==> config.mk <==
export PLATFORM = sky130hd
export DESIGN_NAME = cigar_local_segment_finder_core
export DESIGN_NICKNAME = d
export VERILOG_FILES = /design/src/hdl/clsf_pkg.sv /design/src/hdl/cigar_local_segment_finder_core.sv /design/src/hdl/clsf_fifo.sv /design/src/hdl/clsf_front.sv /design/src/hdl/clsf_back.sv /design/src/hdl/clsf_res_queue.sv
export VERILOG_INCLUDE_DIRS = /design/src /design/src/hdl
export SDC_FILE = /design/constraint.sdc
export NUM_CORES = 2
export LEC_CHECK = 0
export ABC_AREA = 1
export BUFFER_PORTS_ARGS = -buffer_cell sky130_fd_sc_hd__buf_2
export CORE_MARGIN = 2
export CORE_UTILIZATION = 51
export CTS_CLUSTER_SIZE = 14
export DETAILED_ROUTE_END_ITERATION = 10
export PLACE_DENSITY = 0.68
export SLEW_MARGIN = 10
export SYNTH_ARGS = -nofsm -noshare
export SYNTH_HDL_FRONTEND = slang
export SYNTH_SLANG_ARGS = --single-unit
==> constraint.sdc <==
create_clock -name clk_i -period 11.7 [get_ports clk_i]
set_clock_uncertainty 0.1 [all_clocks]
set_input_delay 1.17 -clock clk_i [delete_from_list [all_inputs] [get_ports clk_i]]
set_output_delay 1.17 -clock clk_i [all_outputs]
set_load 0.03 [all_outputs]
==> src/hdl/assert_macros.svh <==
// Assertion macros shared by the local segment finder RTL.
// Depends on nothing; included by files that carry concurrent assertions.
`ifndef ASSERT_MACROS_SVH
`define ASSERT_MACROS_SVH

// Property must hold at every clock edge outside reset.
`define CLSF_ASSERT(lbl, clk, rst_n, prop, msg) \
  lbl: assert property (@(posedge clk) disable iff (!rst_n) prop) \
    else $error(msg);

// Condition must never be seen outside reset.
`define CLSF_ASSERT_NEVER(lbl, clk, rst_n, cond, msg) \
  `CLSF_ASSERT(lbl, clk, rst_n, !(cond), msg)

`endif

==> src/hdl/clsf_pkg.sv <==
// Types, codes and constants of the local segment finder.
// No dependencies; imported by every module of the block except clsf_fifo.
`default_nettype none

package clsf_pkg;

  localparam int PosBitsDef   = 16;
  localparam int ScoreBitsDef = 32;
  // widest per-operation score step: 16 bit length times 8 bit weight plus open
  localparam int DELTA_BITS   = 25;
  localparam int CFG_IDX_BITS = 3;
  localparam int MID_DEPTH    = 2;
  localparam int RES_DEPTH    = 4;
  localparam int MAX_RES      = 3;

  typedef enum logic [1:0] {
    OP_MATCH    = 2'd0,
    OP_MISMATCH = 2'd1,
    OP_INSERT   = 2'd2,
    OP_DELETE   = 2'd3
  } op_kind_e;

  typedef enum logic [2:0] {
    PREV_MATCH    = 3'd0,
    PREV_MISMATCH = 3'd1,
    PREV_INSERT   = 3'd2,
    PREV_DELETE   = 3'd3,
    PREV_NONE     = 3'd4
  } prev_kind_e;

  typedef enum logic [CFG_IDX_BITS-1:0] {
    CFG_MATCH      = 3'd0,
    CFG_MISMATCH   = 3'd1,
    CFG_GAP_OPEN   = 3'd2,
    CFG_GAP_EXTEND = 3'd3,
    CFG_MIN_SCORE  = 3'd4,
    CFG_MIN_IDENT  = 3'd5
  } cfg_idx_e;

  typedef enum logic {
    OUT_SEGMENT = 1'b0,
    OUT_SUMMARY = 1'b1
  } out_kind_e;

  typedef struct packed {
    op_kind_e    op_kind;
    logic [15:0] op_length;
    logic        op_last;
  } op_t;

  typedef struct packed {
    out_kind_e          out_kind;
    logic [15:0]        seg_begin_read;
    logic [15:0]        seg_end_read;
    logic [15:0]        seg_begin_ref;
    logic [15:0]        seg_end_ref;
    logic [15:0]        seg_first_op;
    logic [15:0]        seg_end_op;
    logic signed [31:0] seg_score;
    logic [15:0]        seg_identity;
    logic signed [31:0] best_score;
    logic               out_last;
  } res_t;

  // classified operation handed from front to back
  typedef struct packed {
    op_kind_e                     kind;
    logic [15:0]                  len;
    logic                         last;
    logic signed [DELTA_BITS-1:0] delta;
  } cmd_t;

  typedef struct packed {
    logic [6:0]         match;
    logic signed [7:0]  mismatch;
    logic signed [7:0]  gap_open;
    logic signed [7:0]  gap_extend;
    logic signed [31:0] min_score;
    logic [15:0]        min_ident;
  } cfg_t;

  // up to three result beats written by the back end in one cycle
  typedef struct packed {
    logic [1:0]              n;
    res_t [MAX_RES-1:0]      row;
  } res_wr_t;

endpackage

`default_nettype wire

==> src/hdl/cigar_local_segment_finder_core.sv <==
// Top level of the local segment finder: config registers, front, queue, back.
// Depends on clsf_pkg, clsf_front, clsf_fifo, clsf_back, clsf_res_queue, assert_macros.svh.
//
//  channel | handshake              | payload
//  --------+------------------------+---------------------------------
//  op in   | push / full            | op_i (op_t)
//  result  | empty / pop            | res_o (res_t)
//  config  | cfg_valid_i/cfg_ready_o| cfg_index_i, cfg_data_i
//
// One operation per cycle sustained while the result queue has room; the score update in the back end sets it.
// A result is registered in the operation queue and then in the result queue before it is on the ports.
// The back end holds when the result queue has fewer than three free slots.
// Reset is asynchronous: registers to defaults, state cleared, no clearing pass.
`default_nettype none
`include "assert_macros.svh"

module cigar_local_segment_finder_core import clsf_pkg::*; #(
  parameter int POS_BITS   = PosBitsDef,
  parameter int SCORE_BITS = ScoreBitsDef
) (
  input  logic                    clk_i,
  input  logic                    rst_ni,
  input  logic                    push,
  output logic                    full,
  input  op_t                     op_i,
  output logic                    empty,
  input  logic                    pop,
  output res_t                    res_o,
  input  logic                    cfg_valid_i,
  output logic                    cfg_ready_o,
  input  logic [CFG_IDX_BITS-1:0] cfg_index_i,
  input  logic [31:0]             cfg_data_i
);

  cfg_t    cfg_q, cfg_d;
  cmd_t    cmd_in, cmd_q;
  logic    mid_empty, cmd_pop, res_room;
  res_wr_t res_wr;

  // configuration registers
  assign cfg_ready_o = 1'b1;

  always_comb begin
    cfg_d = cfg_q;
    if (cfg_valid_i) begin
      unique case (cfg_index_i)
        CFG_MATCH:      cfg_d.match      = cfg_data_i[6:0];
        CFG_MISMATCH:   cfg_d.mismatch   = signed'(cfg_data_i[7:0]);
        CFG_GAP_OPEN:   cfg_d.gap_open   = signed'(cfg_data_i[7:0]);
        CFG_GAP_EXTEND: cfg_d.gap_extend = signed'(cfg_data_i[7:0]);
        CFG_MIN_SCORE:  cfg_d.min_score  = signed'(cfg_data_i);
        CFG_MIN_IDENT:  cfg_d.min_ident  = cfg_data_i[15:0];
        default:        cfg_d = cfg_q;
      endcase
    end
  end

  always_ff @(posedge clk_i or negedge rst_ni) begin
    if (!rst_ni) begin
      cfg_q.match      <= 7'd1;
      cfg_q.mismatch   <= -8'sd4;
      cfg_q.gap_open   <= -8'sd6;
      cfg_q.gap_extend <= -8'sd1;
      cfg_q.min_score  <= 32'sd20;
      cfg_q.min_ident  <= 16'd0;
    end else begin
      cfg_q <= cfg_d;
    end
  end

  // front: classify and form the score step
  clsf_front u_front (
    .cfg_i (cfg_q),
    .op_i  (op_i),
    .cmd_o (cmd_in)
  );

  // decoupling queue between front and back
  clsf_fifo #(
    .WIDTH ($bits(cmd_t)),
    .DEPTH (MID_DEPTH)
  ) u_mid_fifo (
    .clk_i   (clk_i),
    .rst_ni  (rst_ni),
    .push_i  (push),
    .data_i  (cmd_in),
    .full_o  (full),
    .pop_i   (cmd_pop),
    .data_o  (cmd_q),
    .empty_o (mid_empty)
  );

  // back: running state and result beats
  clsf_back #(
    .POS_BITS   (POS_BITS),
    .SCORE_BITS (SCORE_BITS)
  ) u_back (
    .clk_i       (clk_i),
    .rst_ni      (rst_ni),
    .cfg_i       (cfg_q),
    .cmd_i       (cmd_q),
    .cmd_valid_i (!mid_empty),
    .res_room_i  (res_room),
    .cmd_pop_o   (cmd_pop),
    .res_wr_o    (res_wr)
  );

  clsf_res_queue u_res_queue (
    .clk_i   (clk_i),
    .rst_ni  (rst_ni),
    .wr_i    (res_wr),
    .room_o  (res_room),
    .pop_i   (pop),
    .head_o  (res_o),
    .empty_o (empty)
  );

  // checks
  `CLSF_ASSERT(a_summary_lands, clk_i, rst_ni, (cmd_pop && cmd_q.last) |=> !empty, "summary beat missing after last operation")
  `CLSF_ASSERT_NEVER(a_pop_mid_empty, clk_i, rst_ni, cmd_pop && mid_empty, "back end took an operation from an empty queue")
  `CLSF_ASSERT(a_kind_last, clk_i, rst_ni, !empty |-> (res_o.out_last == (res_o.out_kind == OUT_SUMMARY)), "out_last does not match out_kind")
  `CLSF_ASSERT(a_seg_best_zero, clk_i, rst_ni, (!empty && (res_o.out_kind == OUT_SEGMENT)) |-> (res_o.best_score == 32'sd0), "segment beat carries a best score")

endmodule

`default_nettype wire

==> src/hdl/clsf_fifo.sv <==
// Small generic FIFO used between the front and back ends.
// No package dependency; DEPTH must be a power of two.
`default_nettype none

module clsf_fifo #(
  parameter int WIDTH = 8,
  parameter int DEPTH = 2
) (
  input  logic             clk_i,
  input  logic             rst_ni,
  input  logic             push_i,
  input  logic [WIDTH-1:0] data_i,
  output logic             full_o,
  input  logic             pop_i,
  output logic [WIDTH-1:0] data_o,
  output logic             empty_o
);

  localparam int AW = (DEPTH > 1) ? $clog2(DEPTH) : 1;
  localparam int CW = $clog2(DEPTH + 1);

  logic [WIDTH-1:0] mem_q [DEPTH];
  logic [AW-1:0]    wptr_q, wptr_d, rptr_q, rptr_d;
  logic [CW-1:0]    cnt_q, cnt_d;
  logic             do_push, do_pop;

  assign full_o  = (cnt_q == CW'(DEPTH));
  assign empty_o = (cnt_q == '0);
  assign do_push = push_i && !full_o;
  assign do_pop  = pop_i && !empty_o;
  assign data_o  = mem_q[rptr_q];

  // pointer and count update
  always_comb begin
    wptr_d = do_push ? wptr_q + AW'(1) : wptr_q;
    rptr_d = do_pop  ? rptr_q + AW'(1) : rptr_q;
    cnt_d  = cnt_q + CW'(do_push) - CW'(do_pop);
  end

  always_ff @(posedge clk_i or negedge rst_ni) begin
    if (!rst_ni) begin
      wptr_q <= '0;
      rptr_q <= '0;
      cnt_q  <= '0;
    end else begin
      wptr_q <= wptr_d;
      rptr_q <= rptr_d;
      cnt_q  <= cnt_d;
    end
  end

  // storage, no reset needed
  always_ff @(posedge clk_i) begin
    if (do_push) begin
      mem_q[wptr_q] <= data_i;
    end
  end

endmodule

`default_nettype wire

==> src/hdl/clsf_front.sv <==
// Front end: classifies one edit operation and forms its score step.
// Depends on clsf_pkg (op_t, cmd_t, cfg_t).
`default_nettype none

module clsf_front import clsf_pkg::*; (
  input  cfg_t cfg_i,
  input  op_t  op_i,
  output cmd_t cmd_o
);

  logic signed [16:0] mul_a;
  logic signed [8:0]  mul_b;
  logic signed [25:0] prod;
  logic signed [25:0] gap_sum;

  // one 17x9 signed multiply: match weight or gap extend weight
  assign mul_a   = signed'({1'b0, op_i.op_length});
  assign mul_b   = (op_i.op_kind == OP_MATCH) ? signed'({2'b00, cfg_i.match})
                                              : signed'({cfg_i.gap_extend[7], cfg_i.gap_extend});
  assign prod    = mul_a * mul_b;
  assign gap_sum = prod + 26'(cfg_i.gap_open);

  always_comb begin
    cmd_o.kind = op_i.op_kind;
    cmd_o.len  = op_i.op_length;
    cmd_o.last = op_i.op_last;
    case (op_i.op_kind)
      OP_MATCH:    cmd_o.delta = DELTA_BITS'(prod);
      OP_MISMATCH: cmd_o.delta = DELTA_BITS'(cfg_i.mismatch);
      default:     cmd_o.delta = DELTA_BITS'(gap_sum);
    endcase
  end

endmodule

`default_nettype wire

==> src/hdl/clsf_back.sv <==
// Back end: running score, positions, held best segment and result beats.
// Depends on clsf_pkg (cmd_t, cfg_t, res_t, res_wr_t, kind codes).
`default_nettype none

module clsf_back import clsf_pkg::*; #(
  parameter int POS_BITS   = PosBitsDef,
  parameter int SCORE_BITS = ScoreBitsDef
) (
  input  logic    clk_i,
  input  logic    rst_ni,
  input  cfg_t    cfg_i,
  input  cmd_t    cmd_i,
  input  logic    cmd_valid_i,
  input  logic    res_room_i,
  output logic    cmd_pop_o,
  output res_wr_t res_wr_o
);

  localparam int SW  = ((SCORE_BITS > DELTA_BITS) ? SCORE_BITS : DELTA_BITS) + 1;
  localparam int PSW = ((POS_BITS > 16) ? POS_BITS : 16) + 1;
  localparam logic signed [SCORE_BITS-1:0] ScoreMax = {1'b0, {(SCORE_BITS-1){1'b1}}};
  localparam logic signed [SCORE_BITS-1:0] ScoreMin = {1'b1, {(SCORE_BITS-1){1'b0}}};
  localparam logic [POS_BITS-1:0]          PosMax   = '1;

  typedef logic signed [SCORE_BITS-1:0] score_t;
  typedef logic [POS_BITS-1:0]          pos_t;

  function automatic pos_t pos_add(input pos_t a, input logic [15:0] b);
    logic [PSW-1:0] s;
    s = PSW'(a) + PSW'(b);
    return (s > PSW'(PosMax)) ? PosMax : s[POS_BITS-1:0];
  endfunction

  function automatic logic [15:0] cnt_add(input logic [15:0] a, input logic [15:0] b);
    logic [16:0] s;
    s = {1'b0, a} + {1'b0, b};
    return s[16] ? 16'hFFFF : s[15:0];
  endfunction

  function automatic logic meets(input score_t s, input logic [15:0] id);
    return (s >= cfg_i.min_score) && (id >= cfg_i.min_ident);
  endfunction

  function automatic res_t seg_row(input score_t s, input logic [15:0] id,
                                   input pos_t br, input pos_t er,
                                   input pos_t bf, input pos_t ef,
                                   input logic [15:0] fo, input logic [15:0] eo);
    res_t r;
    r.out_kind       = OUT_SEGMENT;
    r.seg_begin_read = 16'(br);
    r.seg_end_read   = 16'(er);
    r.seg_begin_ref  = 16'(bf);
    r.seg_end_ref    = 16'(ef);
    r.seg_first_op   = fo;
    r.seg_end_op     = eo;
    r.seg_score      = 32'(s);
    r.seg_identity   = id;
    r.best_score     = '0;
    r.out_last       = 1'b0;
    return r;
  endfunction

  // running state
  score_t      run_score_q, run_score_d;
  logic [15:0] run_ident_q, run_ident_d;
  pos_t        read_pos_q, read_pos_d, ref_pos_q, ref_pos_d;
  logic [15:0] op_cnt_q, op_cnt_d;
  prev_kind_e  prev_kind_q, prev_kind_d;
  // held best prefix of the current segment
  score_t      held_score_q, held_score_d;
  logic [15:0] held_ident_q, held_ident_d;
  pos_t        beg_read_q, beg_read_d, end_read_q, end_read_d;
  pos_t        beg_ref_q, beg_ref_d, end_ref_q, end_ref_d;
  logic [15:0] first_op_q, first_op_d, end_op_q, end_op_d;
  score_t      top_q, top_d;

  logic              fire;
  logic signed [SW-1:0] sum_w;
  score_t            score_new;
  logic [15:0]       read_inc, ref_inc, id_inc;
  pos_t              read_new, ref_new;
  logic [15:0]       id_new, op_new;
  logic              adjacent, greater, restart, emit1, emit2;
  score_t            top1, top2;
  res_t              row_a, row_b, row_s;

  assign fire      = cmd_valid_i && res_room_i;
  assign cmd_pop_o = fire;

  // score step with saturation
  assign sum_w     = SW'(run_score_q) + SW'(cmd_i.delta);
  assign score_new = (sum_w > SW'(ScoreMax)) ? ScoreMax :
                     (sum_w < SW'(ScoreMin)) ? ScoreMin : SCORE_BITS'(sum_w);

  // position and identity increments per kind
  always_comb begin
    read_inc = '0;
    ref_inc  = '0;
    id_inc   = '0;
    case (cmd_i.kind)
      OP_MATCH: begin
        read_inc = cmd_i.len;
        ref_inc  = cmd_i.len;
        id_inc   = cmd_i.len;
      end
      OP_MISMATCH: begin
        read_inc = 16'd1;
        ref_inc  = 16'd1;
      end
      OP_INSERT: ref_inc  = cmd_i.len;
      default:   read_inc = cmd_i.len;
    endcase
  end

  assign read_new = pos_add(read_pos_q, read_inc);
  assign ref_new  = pos_add(ref_pos_q, ref_inc);
  assign id_new   = cnt_add(run_ident_q, id_inc);
  assign op_new   = cnt_add(op_cnt_q, 16'd1);

  // insertion right after deletion or the reverse
  assign adjacent = ((cmd_i.kind == OP_INSERT) && (prev_kind_q == PREV_DELETE)) ||
                    ((cmd_i.kind == OP_DELETE) && (prev_kind_q == PREV_INSERT));
  assign greater  = score_new > held_score_q;
  assign restart  = adjacent || (!greater && (score_new < 0));
  assign emit1    = !adjacent && !greater && (score_new < 0) &&
                    meets(held_score_q, held_ident_q);

  // segment bookkeeping after this operation
  always_comb begin
    run_score_d  = score_new;
    run_ident_d  = id_new;
    held_score_d = held_score_q;
    held_ident_d = held_ident_q;
    beg_read_d   = beg_read_q;
    beg_ref_d    = beg_ref_q;
    end_read_d   = end_read_q;
    end_ref_d    = end_ref_q;
    first_op_d   = first_op_q;
    end_op_d     = end_op_q;
    if (restart) begin
      run_score_d  = '0;
      run_ident_d  = '0;
      held_score_d = '0;
      held_ident_d = '0;
      beg_read_d   = read_new;
      beg_ref_d    = ref_new;
      first_op_d   = op_new;
    end else if (greater) begin
      held_score_d = score_new;
      held_ident_d = id_new;
      end_read_d   = read_new;
      end_ref_d    = ref_new;
      end_op_d     = op_new;
    end
  end

  // best reported score, updated by each emitted segment in order
  assign emit2 = cmd_i.last && meets(held_score_d, held_ident_d);
  assign top1  = (emit1 && (held_score_q > top_q)) ? held_score_q : top_q;
  assign top2  = (emit2 && (held_score_d > top1)) ? held_score_d : top1;

  // result beats
  assign row_a = seg_row(held_score_q, held_ident_q, beg_read_q, end_read_q,
                         beg_ref_q, end_ref_q, first_op_q, end_op_q);
  assign row_b = seg_row(held_score_d, held_ident_d, beg_read_d, end_read_d,
                         beg_ref_d, end_ref_d, first_op_d, end_op_d);

  always_comb begin
    row_s            = '0;
    row_s.out_kind   = OUT_SUMMARY;
    row_s.best_score = 32'(top2);
    row_s.out_last   = 1'b1;
  end

  always_comb begin
    res_wr_o.n      = fire ? (2'(emit1) + 2'(emit2) + 2'(cmd_i.last)) : 2'd0;
    res_wr_o.row[2] = row_s;
    res_wr_o.row[1] = (emit1 && emit2) ? row_b : row_s;
    res_wr_o.row[0] = emit1 ? row_a : (emit2 ? row_b : row_s);
  end

  assign prev_kind_d = prev_kind_e'({1'b0, cmd_i.kind});
  assign top_d       = top1;

  // commit; the last operation returns everything to reset values
  always_ff @(posedge clk_i or negedge rst_ni) begin
    if (!rst_ni) begin
      run_score_q  <= '0;
      run_ident_q  <= '0;
      read_pos_q   <= '0;
      ref_pos_q    <= '0;
      op_cnt_q     <= '0;
      prev_kind_q  <= PREV_NONE;
      held_score_q <= '0;
      held_ident_q <= '0;
      beg_read_q   <= '0;
      beg_ref_q    <= '0;
      end_read_q   <= '0;
      end_ref_q    <= '0;
      first_op_q   <= '0;
      end_op_q     <= '0;
      top_q        <= ScoreMin;
    end else if (fire) begin
      if (cmd_i.last) begin
        run_score_q  <= '0;
        run_ident_q  <= '0;
        read_pos_q   <= '0;
        ref_pos_q    <= '0;
        op_cnt_q     <= '0;
        prev_kind_q  <= PREV_NONE;
        held_score_q <= '0;
        held_ident_q <= '0;
        beg_read_q   <= '0;
        beg_ref_q    <= '0;
        end_read_q   <= '0;
        end_ref_q    <= '0;
        first_op_q   <= '0;
        end_op_q     <= '0;
        top_q        <= ScoreMin;
      end else begin
        run_score_q  <= run_score_d;
        run_ident_q  <= run_ident_d;
        read_pos_q   <= read_new;
        ref_pos_q    <= ref_new;
        op_cnt_q     <= op_new;
        prev_kind_q  <= prev_kind_d;
        held_score_q <= held_score_d;
        held_ident_q <= held_ident_d;
        beg_read_q   <= beg_read_d;
        beg_ref_q    <= beg_ref_d;
        end_read_q   <= end_read_d;
        end_ref_q    <= end_ref_d;
        first_op_q   <= first_op_d;
        end_op_q     <= end_op_d;
        top_q        <= top_d;
      end
    end
  end

endmodule

`default_nettype wire

==> src/hdl/clsf_res_queue.sv <==
// Result queue: takes up to three beats per cycle, hands out one.
// Depends on clsf_pkg (res_t, res_wr_t, RES_DEPTH, MAX_RES).
`default_nettype none

module clsf_res_queue import clsf_pkg::*; (
  input  logic    clk_i,
  input  logic    rst_ni,
  input  res_wr_t wr_i,
  output logic    room_o,
  input  logic    pop_i,
  output res_t    head_o,
  output logic    empty_o
);

  localparam int AW = $clog2(RES_DEPTH);

  res_t          mem_q [RES_DEPTH];
  logic [AW-1:0] wptr_q, rptr_q;
  logic [AW:0]   cnt_q, cnt_d;
  logic          do_pop;

  assign empty_o = (cnt_q == '0);
  assign room_o  = (cnt_q <= (AW+1)'(RES_DEPTH - MAX_RES));
  assign do_pop  = pop_i && !empty_o;
  assign head_o  = mem_q[rptr_q];
  assign cnt_d   = cnt_q + (AW+1)'(wr_i.n) - (AW+1)'(do_pop);

  always_ff @(posedge clk_i or negedge rst_ni) begin
    if (!rst_ni) begin
      wptr_q <= '0;
      rptr_q <= '0;
      cnt_q  <= '0;
    end else begin
      wptr_q <= wptr_q + AW'(wr_i.n);
      rptr_q <= rptr_q + AW'(do_pop);
      cnt_q  <= cnt_d;
    end
  end

  // beats land in consecutive slots from the write pointer
  always_ff @(posedge clk_i) begin
    for (int k = 0; k < MAX_RES; k++) begin
      if (k < int'(wr_i.n)) begin
        mem_q[wptr_q + AW'(k)] <= wr_i.row[k];
      end
    end
  end

endmodule

`default_nettype wire
# After elaboration in Yosys (flattened, before gate mapping)
# Memories as Yosys holds them, arrays and structs flattened.
# Index checks and enable logic that the tools add are counted.
# word_totals
reg_bits	365
latch_bits	0
ramBits	800
romBits	0
out_inout_bits	181
n_memories	2
# op_classes
n_addsub	18
multipliers	1
n_div	0
n_lt_le_gt_ge	16
n_eq_ne	12
shifts	0
muxes	55
bitwise_logic	0
reduce_logical	35
# memory_table
memory	depth	width	read_ports	rd_ports_with_merged_regs	write_ports	line	source
u_res_queue.mem_q	4	178	1	0	3	clsf_res_queue.sv:17	res_t mem_q [RES_DEPTH];
u_mid_fifo.mem_q	2	44	1	0	1	clsf_fifo.sv:22	logic [WIDTH-1:0] mem_q [DEPTH];
# ops
cell	n
$mux W178	3
$mux W16	28
$mux W32	10
$gt A32 B32 Y1	3
$ge A32 B32 Y1	2
$pmux W16 S2	2
$add A16 B16 Y17	3
$pmux W25 S2	1
$gt A17 B16 Y1 const B	2
$add A32 B25 Y33	1
$gt A33 B32 Y1 const B	1
$lt A33 B32 Y1 const B	1
$ge A16 B16 Y1	2
$lt A32 B1 Y1 const B	1
$add A25 B8 Y25	1
$mul A17 B9 Y25	1
$add A16 B1 Y17 const B	1
$logic_and A1 B1 Y1	16
$eq A3 B2 Y1 const B	4
$reduce_and A2 Y1	6
$mux W9	1
$mux W1	8
$add A2 B1 Y2	3
$eq A2 B2 Y1 const B	3
21 further kinds	33

# Longest topological paths before layout
# An unclocked memory read counts as a cell.
# depth
word_depth	19
mapped_depth	68
mapped_depth_nobuf	59

# By module
# Synthesis repeated with hierarchy kept, for this count alone.
# unflattened
hier_cells	11759
area_unflattened_um2	85216.7
# by_module_without_submodules
mod	n_inst	cells_per_inst	area_per_inst_um2
clsf_res_queue	1	6292	45568.7
clsf_back	1	3876	26203.9
clsf_front	1	973	6749.0
clsf_fifo	1	263	3498.4
cigar_local_segment_finder_core	1	355	3196.8

# Worst setup path after synthesis
# No wires, ideal clock.
# synth_path
path_type	register to register
start	register u_mid_fifo.rptr_q
end	memory u_res_queue.mem_q[1][0] (netlist bit)
setup_ps	121
arrival_ps	9377
setup_slack_ps	2102
path_stages_with_launch	54
synth_period_minus_slack_ps	9598
cell_sequence	dfrtp_1 buf_2 buf_1 clkbuf_1 nand2_1 nand2_1 ha_1 a21oi_1 nor2_1 nor3_1 nand2_1 a21oi_1 nand3_1 nand2_4 inv_1 nand2_1 buf_2 buf_2 [... 18 more ...] nand4_1 nor2_1 nand2_1 nand2_1 nand2_1 nand3_1 nand3_1 buf_1 buf_2 fa_1 clkbuf_1 nor2_1 nor2_1 nor2_1 nor2_1 clkbuf_1 nand2_1 a22o_1
# synth_lines
element	line	source
start: declaration	clsf_fifo.sv:23	logic [AW-1:0] wptr_q, wptr_d, rptr_q, rptr_d;
start signal: assignment	clsf_fifo.sv:47	rptr_q <= rptr_d;
end: declaration	clsf_res_queue.sv:17	

==> results.json <==
{
  "max_freq_mhz": 91.7,
  "regArea_mm2": 0.0273,
  "status": "finished clean",
  "grt_pass1_vias": 66300,
  "synth-edff-count": 216,
  "period_minus_slack_ns": 10.91,
  "grt_pass1_wl_mm": 394,
  "crit_path_start_kind": "register",
  "area_growth_pct": 9.45,
  "finalNetCount": 10500,
  "period_share_pct": 93.2,
  "slowest_stage": "dfrtp_2",
  "finalInstanceArea_mm2": 0.0784,
  "yosys_warnings": 0,
  "final_cell_mix": "nand2_1 (2763), nor2_1 (1163), a21oi_1 (1057), inv_1 (859), o21ai_0 (668)",
  "yosysSeqAreaShare_pct": 38.0,
  "nFillCells": 13300,
  "synth.distinct_cells": 60,
  "gp_congestion": 0.963,
  "ys_ff_latch": 1161,
  "arrival_ns": 11.22,
  "clk_latency_ns": 0.79,
  "numClockSinks": 1161,
  "initial_core_util_pct": 51.4,
  "antenna_left": 0,
  "viasPerCell": 5.90,
  "synth_ff_type": "dfxtp_1",
  "cts_buffers": 131,
  "synth_area_per_cell_um2": 7.10,
  "async_flop_share_pct": 31.4,
  "cts_htree_levels": 4,
  "track_usage_pct": 35.5,
  "required_ns": 12.02,
  "drv_cap": 0,
  "clk_pin_slew_ns": 0.06,
  "overflow": 0,
  "layout_commonest_cell": "nand2_1",
  "syn_inst": 10100,
  "cts_tree": "built",
  "rows": 137,
  "maxSlewHeadroom_pct": 11.2,
  "grt_max_degree": 222,
  "multi_input_area_mm2": 0.0389,
  "cts-root-buf": "clkbuf_16",
  "ioPinCount": 240,
  "final_max_slew_viol_count": 0,
  "worstSetupPathType": "reg -> reg",
  "holdBufCountCts": 0,
  "antenna_found_initial": 14,
  "syn_area_mm2": 0.0717,
  "dpl.cell_count": 11700,
  "finalSetupViolCount": 0,
  "die_h_um": 379,
  "avgRoutedWirePerCell_um": 21.8,
  "crit_path_frequent_cell": "nand2_1",
  "dieWidth_um": 379,
  "io_buffers": 238,
  "hpwl_mm": 164,
  "layout-drive-gt1-share_pct": 7.37,
  "hold_viol": 0,
  "coreArea_mm2": 0.140,
  "drt_iter0_markers": 8135,
  "synth_nets": 10600,
  "slowest_delay_ns": 0.59,
  "drtPass1Iterations": 8,
  "cts_buffer_depth": 3,
  "hold_class": "in -> async",
  "cp_max_fo": 33,
  "dieArea_mm2": 0.144,
  "finalWirelength_mm": 261,
  "end_kind": "register",
  "tightest_slew_ns": 1.33,
  "final_cell_count_no_fill": 12000,
  "dpl_cell_area_mm2": 0.0739,
  "drc": 0,
  "num_vias": 70600
}
## metal layers
layer	vias to the layer above	track usage, %	wire length (um)
met5	-	0	83
met4	14	12.8	9020
met3	571	8.46	30300
met2	3706	53.9	113000
met1	33300	49.2	109000
li1	33000	-	-
## cell families (layout without fill, tap and decap cells)
kind of cell	count (synthesis)	count (layout)	share of synthesized area, %
other	1	3	0.00523
XOR/XNOR	78	78	0.953
multiplexers	16	16	0.223
buffers and inverters	1474	1466	7.95
AND/OR/NAND/NOR	4452	4452	24.7
flip-flops	1161	1161	38.0
adder cells (fa/ha/maj)	479	479	9.47
AO/OA/AOI/OAI	2435	2435	18.7
## critical path: cells and delay by family, from the launching register on
family          cells  cell delay [ns]
flops               1             0.59
fa+ha+maj           5             1.58
compound gates      1             0.37
buf+inv             9             2.44
simple gates       34             5.38
## Yosys cell counts, types with 10 or more instances
cell type,number,area [um2]
nor4_1,12,75.1
o22ai_1,240,1500
mux2i_1,16,160
xnor2_1,30,263
nand2_1,2766,10400
fa_1,106,2120
o211ai_1,19,143
o22ai_2,14,175
a31oi_1,198,1240
inv_1,863,3240
o21ai_2,53,464
nor2_2,18,113
o21ai_1,91,455
buf_2,82,410
nand3_1,321,1610
ha_1,373,4670
or2_2,26,163
a21o_1,18,135
and2_1,17,106
nor2_4,21,236
edfxtp_1,216,6490
a22o_1,26,228
o21ai_0,671,3360
dfrtp_1,340,8510
nand4_1,36,225
o21a_1,12,90.1
clkbuf_1,404,1520
dfstp_2,25,657
nor3_1,39,195
buf_1,92,345
nor2_1,1178,4420
xor2_1,48,420
inv_2,12,45.0
o21bai_1,10,75.1
dfxtp_1,580,11600
a21oi_1,1057,5290
## registers in the layout (all words and copies together), names as in the netlist, 3 cells and up
register / count
u_res_queue.mem_q: 708
u_mid_fifo.mem_q: 88
cfg_q: 79
u_back.held_score_q: 32
u_back.run_score_q: 32
u_back.top_q: 32
u_back.beg_read_q: 16
u_back.beg_ref_q: 16
u_back.end_op_q: 16
u_back.end_read_q: 16
u_back.end_ref_q: 16
u_back.first_op_q: 16
u_back.held_ident_q: 16
u_back.op_cnt_q: 16
u_back.read_pos_q: 16
u_back.ref_pos_q: 16
u_back.run_ident_q: 16
u_back.prev_kind_q: 3
u_res_queue.cnt_q: 3
## stage by stage
stage | utilization (%) | setup TNS, ns | setup WS (ns) | hold WS, ns
global route | 56.2 | -0.694 | -0.0299 | 0.305
global placement | 53.0 | 0 | 0.686 | 0.333
CTS | 56.1 | 0 | 0.393 | 0.276
detailed placement | 53.0 | 0 | 0.419 | 0.341
finish | 56.2 | 0 | 0.795 | 0.256
floorplan | - | 0 | 2.10 | 0.321
## area by class of cell
class                      instances  share of cell area, %
timing repair buffer             338                   2.78
clock buffer                     203                   4.88
tap                             1876                   2.99
multi-input combinational       7461                   49.6
clock inverter                    41                  0.712
sequential                      1161                   34.8
antenna                            2                0.00638
inverter                         884                   4.29
## timing repair
| action | CTS | global route |
|---|---|---|
| hold endpoints to repair | 0 | 0 |
| resized for setup | 0 | 17 |
| endpoints found under the setup margin | 0 | 734 |
| setup buffers | 0 | 0 |
## worst paths after layout
| check | from | to | slack (ns) | cells past startpoint |
|---|---|---|---|---|
| max | u_mid_fifo.rptr_q | u_res_queue.mem_q[0][28] | 0.79 | 49 |
| max in group asynchronous | rst_ni | u_res_queue.rptr_q[1] | 8.98 | 3 |
| min reg2reg | u_res_queue.mem_q[3][56] | u_res_queue.mem_q[3][56] | 0.35 | 2 |
| min | rst_ni | cfg_q[64] | 0.26 | 1 |
| min in group clk_i | u_res_queue.mem_q[3][56] | u_res_queue.mem_q[3][56] | 0.35 | 2 |
| max reg2reg | u_mid_fifo.rptr_q | u_res_queue.mem_q[0][28] | 0.79 | 49 |
Power is not shown: default switching activity piles up to over one toggle a cycle in this logic, so the estimate is an artifact.
